--- config.mk ---
export PLATFORM = sky130hd
export DESIGN_NAME = sorted_array_priority_queue_top
export DESIGN_NICKNAME = d
export VERILOG_FILES = /design/src/rtl/spq_pkg.sv /design/src/rtl/spq_cell.sv /design/src/rtl/sorted_array_priority_queue_top.sv
export SDC_FILE = /design/constraint.sdc
export NUM_CORES = 2
export LEC_CHECK = 0
export BUFFER_PORTS_ARGS = -buffer_cell sky130_fd_sc_hd__buf_2
export CAP_MARGIN = 15
export CORE_ASPECT_RATIO = 0.9
export CORE_MARGIN = 5
export CORE_UTILIZATION = 44
export CTS_BUF_LIST = sky130_fd_sc_hd__clkbuf_8
export DETAILED_ROUTE_END_ITERATION = 7
export MAX_ROUTING_LAYER = met4
export PLACE_DENSITY = 0.57
export SLEW_MARGIN = 20
export SYNTH_ARGS = -nofsm -noshare
export SYNTH_HDL_FRONTEND = slang
export SYNTH_SLANG_ARGS = --single-unit
--- constraint.sdc ---
create_clock -name clk_i -period 10.9 [get_ports clk_i]
set_clock_uncertainty 0.2 [all_clocks]
set_input_delay 1.635 -clock clk_i [delete_from_list [all_inputs] [get_ports clk_i]]
set_output_delay 1.635 -clock clk_i [all_outputs]
set_load 0.1 [all_outputs]
--- src/rtl/spq_pkg.sv ---
// Types and constants of the sorted-array priority queue.
`timescale 1ns / 1ps
package spq_pkg;

  localparam int unsigned DEPTH = 16;
  localparam int unsigned CNT_W = $clog2(DEPTH + 1);
  localparam int unsigned OUT_CNT_W = 5;
  localparam logic [OUT_CNT_W-1:0] FULL_COUNT = OUT_CNT_W'(DEPTH);

  typedef enum logic [1:0] {
    OP_ENQ  = 2'd0,
    OP_DEQ  = 2'd1,
    OP_PEEK = 2'd2
  } op_e;

  typedef enum logic [1:0] {
    ST_OK    = 2'd0,
    ST_EMPTY = 2'd1,
    ST_FULL  = 2'd2
  } status_e;

  typedef struct packed {
    op_e                op;
    logic signed [31:0] item_value;
    logic signed [31:0] item_priority;
  } req_t;

  typedef struct packed {
    logic signed [31:0]     out_value;
    logic signed [31:0]     out_priority;
    status_e                status;
    logic [OUT_CNT_W-1:0]   count;
  } res_t;

  typedef struct packed {
    logic signed [31:0] value;
    logic signed [31:0] prio;
  } entry_t;

  // Per-cell command for the cycle.
  typedef struct packed {
    logic insert;  // enqueue taken
    logic shift;   // dequeue taken
  } cell_cmd_t;

endpackage

--- src/rtl/spq_cell.sv ---
// One slot of the sorted chain: compares, holds, takes the new entry, or takes from a neighbor.
`timescale 1ns / 1ps
module spq_cell import spq_pkg::*; (
  input  logic      clk_i,
  input  cell_cmd_t cmd_i,
  input  logic      occ_i,        // slot holds an entry
  input  entry_t    new_i,        // entry being enqueued
  input  logic      left_keep_i,  // left neighbor stays put on insert
  input  entry_t    left_i,
  input  entry_t    right_i,
  output logic      keep_o,
  output entry_t    entry_o
);

  entry_t entry_q, entry_d;

  // Entry stays ahead of the new one when its priority is not larger.
  assign keep_o  = occ_i && (entry_q.prio <= new_i.prio);
  assign entry_o = entry_q;

  always_comb begin
    entry_d = entry_q;
    if (cmd_i.insert && !keep_o) begin
      entry_d = left_keep_i ? new_i : left_i;
    end else if (cmd_i.shift) begin
      entry_d = right_i;
    end
  end

  always_ff @(posedge clk_i) begin
    entry_q <= entry_d;
  end

endmodule

--- src/rtl/sorted_array_priority_queue_top.sv ---
// Top level of the sorted-array priority queue built as a chain of cells.
`timescale 1ns / 1ps
// Usage
//   Command channel: drive req_i and raise start; the command transfers at
//   the rising edge where start is high and busy is low. busy stays low, so
//   a command may transfer in every cycle.
//   Result channel: done_o pulses for one cycle, in the cycle after the command
//   transferred, with res_o valid in that cycle. There is no back pressure:
//   the receiver must take the result in that cycle.
//   Operations: enqueue inserts behind all entries of equal or smaller
//   priority (oldest first among equals); dequeue returns and removes the
//   front; peek returns the front. Empty queue gives status empty, an
//   enqueue into a full queue is dropped with status full. Op code 3 does
//   nothing and reports the count.
//   Rate: one command per cycle. Every cell compares its own priority with
//   the incoming one in parallel, so the single 32-bit compare per cell
//   sets the cycle time, not the depth.
//   Reset: rst_ni clears the entry count and the result strobe; slot
//   contents are left as they are and never read until written.
module sorted_array_priority_queue_top import spq_pkg::*; (
  input  logic clk_i,
  input  logic rst_ni,
  input  logic start,
  output logic busy,
  input  req_t req_i,
  output logic done_o,
  output res_t res_o
);

  logic             accept;
  logic [CNT_W-1:0] count_q, count_d;
  logic             done_q;
  res_t             res_q, res_d;
  cell_cmd_t        cmd;
  entry_t           new_entry;
  entry_t           cells [DEPTH];
  logic             keep  [DEPTH];
  logic             full, empty;
  logic [CNT_W+OUT_CNT_W-1:0] count_wide;

  // Busy is never raised: every command completes without a stall.
  assign busy   = 1'b0;
  assign accept = start && !busy;

  assign new_entry.value = req_i.item_value;
  assign new_entry.prio  = req_i.item_priority;

  assign full  = (count_q == CNT_W'(DEPTH));
  assign empty = (count_q == '0);

  // Decode the command and build the result.
  always_comb begin
    cmd              = '0;
    count_d          = count_q;
    res_d.out_value  = '0;
    res_d.out_priority = '0;
    res_d.status     = ST_OK;
    case (req_i.op)
      OP_ENQ: begin
        if (full) begin
          res_d.status = ST_FULL;
        end else begin
          cmd.insert = accept;
          count_d    = count_q + 1'b1;
        end
      end
      OP_DEQ: begin
        if (empty) begin
          res_d.status = ST_EMPTY;
        end else begin
          cmd.shift          = accept;
          res_d.out_value    = cells[0].value;
          res_d.out_priority = cells[0].prio;
          count_d            = count_q - 1'b1;
        end
      end
      OP_PEEK: begin
        if (empty) begin
          res_d.status = ST_EMPTY;
        end else begin
          res_d.out_value    = cells[0].value;
          res_d.out_priority = cells[0].prio;
        end
      end
      default: begin
        // unused code: no operation
      end
    endcase
    count_wide  = {{OUT_CNT_W{1'b0}}, count_d};
    res_d.count = count_wide[OUT_CNT_W-1:0];
  end

  // Chain of cells, slot 0 at the front.
  for (genvar i = 0; i < DEPTH; i++) begin : g_cell
    logic   occ;
    logic   left_keep;
    entry_t left_e;
    entry_t right_e;

    assign occ = (count_q > CNT_W'(i));

    if (i == 0) begin : g_first
      assign left_keep = 1'b1;
      assign left_e    = new_entry;
    end else begin : g_mid
      assign left_keep = keep[i-1];
      assign left_e    = cells[i-1];
    end

    if (i == DEPTH - 1) begin : g_last
      assign right_e = cells[i];
    end else begin : g_inner
      assign right_e = cells[i+1];
    end

    spq_cell u_cell (
      .clk_i       (clk_i),
      .cmd_i       (cmd),
      .occ_i       (occ),
      .new_i       (new_entry),
      .left_keep_i (left_keep),
      .left_i      (left_e),
      .right_i     (right_e),
      .keep_o      (keep[i]),
      .entry_o     (cells[i])
    );
  end

  always_ff @(posedge clk_i or negedge rst_ni) begin
    if (!rst_ni) begin
      count_q <= '0;
      done_q  <= 1'b0;
    end else begin
      done_q <= accept;
      if (accept) begin
        count_q <= count_d;
      end
    end
  end

  always_ff @(posedge clk_i) begin
    if (accept) begin
      res_q <= res_d;
    end
  end

  assign done_o = done_q;
  assign res_o  = res_q;

endmodule

==> metrics.cfg <==
[run_status]
status = finished, final reports clean

[setup_path]
worst-r2r-setup-slack_ps = 4740
crit_chain = buf_2, inv_1, ha_1, nand4_1, nor4_2, a32oi_4, buf_4, o22ai_4, or2_4, buf_4, nand2_4, buf_4
critPathCaptureType = flip-flop
slowest_stage = nor4_2
timing.rr.start = count_q[1]
cp_max_fo = 42
cp_data_arrival_time_ps = 7460
r2r_end = g_cell[0].u_cell.entry_o[11]
required_ps = 11160
crit_path_start_kind = primary input
critPathMostFrequentCell = buf_4
cpPeakStageDelay_ps = 960
critPathLaunch = req_i[14]
worstRegToRegCells = 11
crit_path_end = g_cell[0].u_cell.entry_o[11]
path_class = in -> reg

[detailed_routing]
dr.pass1.iters = 6
drc = 0
avgViaCountPerCell = 6.46
ant_nets = 0
wire_per_inst_microns = 30.1
wl_microns = 248000
initialDrtViolationCount = 6235
vias = 53100

[floorplan]
die_w_microns = 421
die_area_sq_mm = 0.160
io-pin-count = 142
core-area_sq_mm = 0.151
rows = 135
die_h_microns = 380
initial_core_util_pct = 44.4

[worst_hold_path]
min_path_type = reg -> reg

[final_layout]
final_nets = 6655
drive_above_1_share_pct = 11.7
final_cell_mix = 1,095 x edfxtp_1, 893 x a21oi_1, 643 x mux2i_1, 559 x nor2_1, 519 x ha_1
area_growth_pct = 8.86
final_common_cell = edfxtp_1

[yosys]
synth-seq-cells = 1101
synthFlopType = edfxtp_1
synth_edf_count = 1095
syn-cell-area_sq_mm = 0.0670
syn_nets = 6705
async_reset_ff_share_pct = 0.545
synth-seq-area-share_pct = 49.3
avgSynthCellArea_sq_um = 10.9
yosysWarnings = 0
synthDistinctLibCells = 73
synthCells = 6116

[timing]
fmax_mhz = 139
tightest_slew_ps = 1250
drv_slew = 0
whs_ps = 334
maxSlewHeadroom_pct = 16.1
finalHoldViolCount = 0
setup_ws_ps = 3710
tns_ps = 0
rsz0062_at_grt = no
fin_crit_sh_pct = 66.0
setup_viol = 0
finalCriticalPeriod_ps = 7190

[placement]
port_buffers = 140
place_hpwl_microns = 160000
place_ws_ps = 3020
finalWeightedCongestion = 0.988

[clocking]
cts_hold_buf = 0
cts-root-buf = clkbuf_8
post_cts_buffers = 0
cts_tree = built
htreeDepth = 4
cts_resized = 0
path_clk_slew_ps = 60
numCtsBuffers = 195
clock_sinks = 1101
clock_latency_ps = 930
clockBufferDepth = 3

[flow_run]
maxCapViolCount = 0

[pwr]
power_density_mw_per_mm2 = 191
p_total_mw = 13.9
ir_drop_mv = 0.139
p_leak_nw = 29.3

[global_routing]
grt_pass1_vias = 51100
antenna_found_initial = 22
grt_pass1_wl_microns = 358000
grtUsageTotal_pct = 30.7
grt_remaining_overflow = 0
grt_max_degree = 129

[sequential cells by signal, summed over array words and instances, names as in the netlist]
name and count:
res_o 71, count_q 5, g_cell.u_cell.entry_o 1024, done_o 1
[stage by stage]
| step | area (sq um) | std cells | util [%] |
|---|---|---|---|
| 2_1_floorplan | 67000 | 6116 | - |
| 3_3_place_gp | 69300 | 7853 | 46.0 |
| 3_5_place_dp | 69300 | 7853 | 46.0 |
| 4_1_cts | 72800 | 8204 | 48.3 |
| 5_1_grt | 72900 | 8219 | 48.3 |
| 6_report | 72900 | 8224 | 48.3 |
[metal layers]
layer / routed length [microns] / vias to the layer above / GRT usage (%)
met5: 0 / - / -
met4: 8250 / 0 / 10.1
met3: 23800 / 427 / 6.25
met2: 106000 / 2694 / 44.1
met1: 110000 / 26700 / 43.4
li1: - / 23300 / -
[area by class of cell]
cell class / instances / area, sq um
multi-input combinational: 4456 / 32100
inverter: 75 / 282
fill: 13800 / 78000
clock buffer: 196 / 2700
tap: 1986 / 2480
timing repair buffer: 237 / 1490
clock inverter: 155 / 743
antenna: 18 / 45.0
sequential: 1101 / 33000
[cell families (layout without fill, tap and decap cells)]
kind of cell / after synthesis / count (layout) / share of synthesized area [%]
flops: 1101 / 1101 / 49.3
mux: 899 / 899 / 13.9
other cells: 1 / 19 / 0.00560
fa+ha+maj: 520 / 520 / 9.72
buf+inv: 559 / 663 / 3.46
simple gates: 1408 / 1408 / 9.65
xor+xnor: 4 / 4 / 0.0523
compound gates: 1624 / 1624 / 13.9
[worst max-delay path, delay by kind of cell]
family | cells | cell delay, ps
buf+inv | 5 | 2180
compound gates | 2 | 400
fa+ha+maj | 1 | 470
simple gates | 4 | 2350
[cells in the mapped netlist (18+ instances only)]
cell / number / area (sq um)
a211oi_1: 19 / 143
a21o_1: 48 / 360
a21oi_1: 896 / 4480
a221oi_1: 143 / 1250
a31oi_1: 74 / 463
and3_1: 196 / 1230
buf_1: 26 / 97.6
buf_2: 111 / 556
clkbuf_1: 331 / 1240
edfxtp_1: 1095 / 32900
ha_1: 520 / 6510
inv_1: 75 / 282
mux2_1: 50 / 563
mux2_2: 206 / 2320
mux2i_1: 643 / 6440
nand2_1: 377 / 1420
nand2b_1: 22 / 138
nand3_1: 47 / 235
nand4_1: 103 / 644
nor2_1: 560 / 2100
nor2b_1: 20 / 125
nor4_1: 18 / 113
o211ai_1: 24 / 180
o21ai_0: 335 / 1680
[where the power goes]
group	switching (mW)	leakage [nW]	internal, mW
registers	0.376	10.3	5.37
logic	3.13	16.9	1.46
clock network	1.89	2.07	1.70
[worst min-delay path by stage]
stage	from	slack (ps)	to	cells after the start
global placement	g_cell[15].u_cell.entry_o[52]	330	g_cell[14].u_cell.entry_o[52]	1
global route	rst_ni	290	done_o	1
detailed placement	g_cell[15].u_cell.entry_o[32]	330	g_cell[14].u_cell.entry_o[32]	1
floorplan	g_cell[8].u_cell.entry_o[32]	320	g_cell[7].u_cell.entry_o[32]	2
finish	g_cell[15].u_cell.entry_o[37]	330	g_cell[14].u_cell.entry_o[37]	1
CTS	rst_ni	270	done_o	1
(Power assumes the default switching activity.)
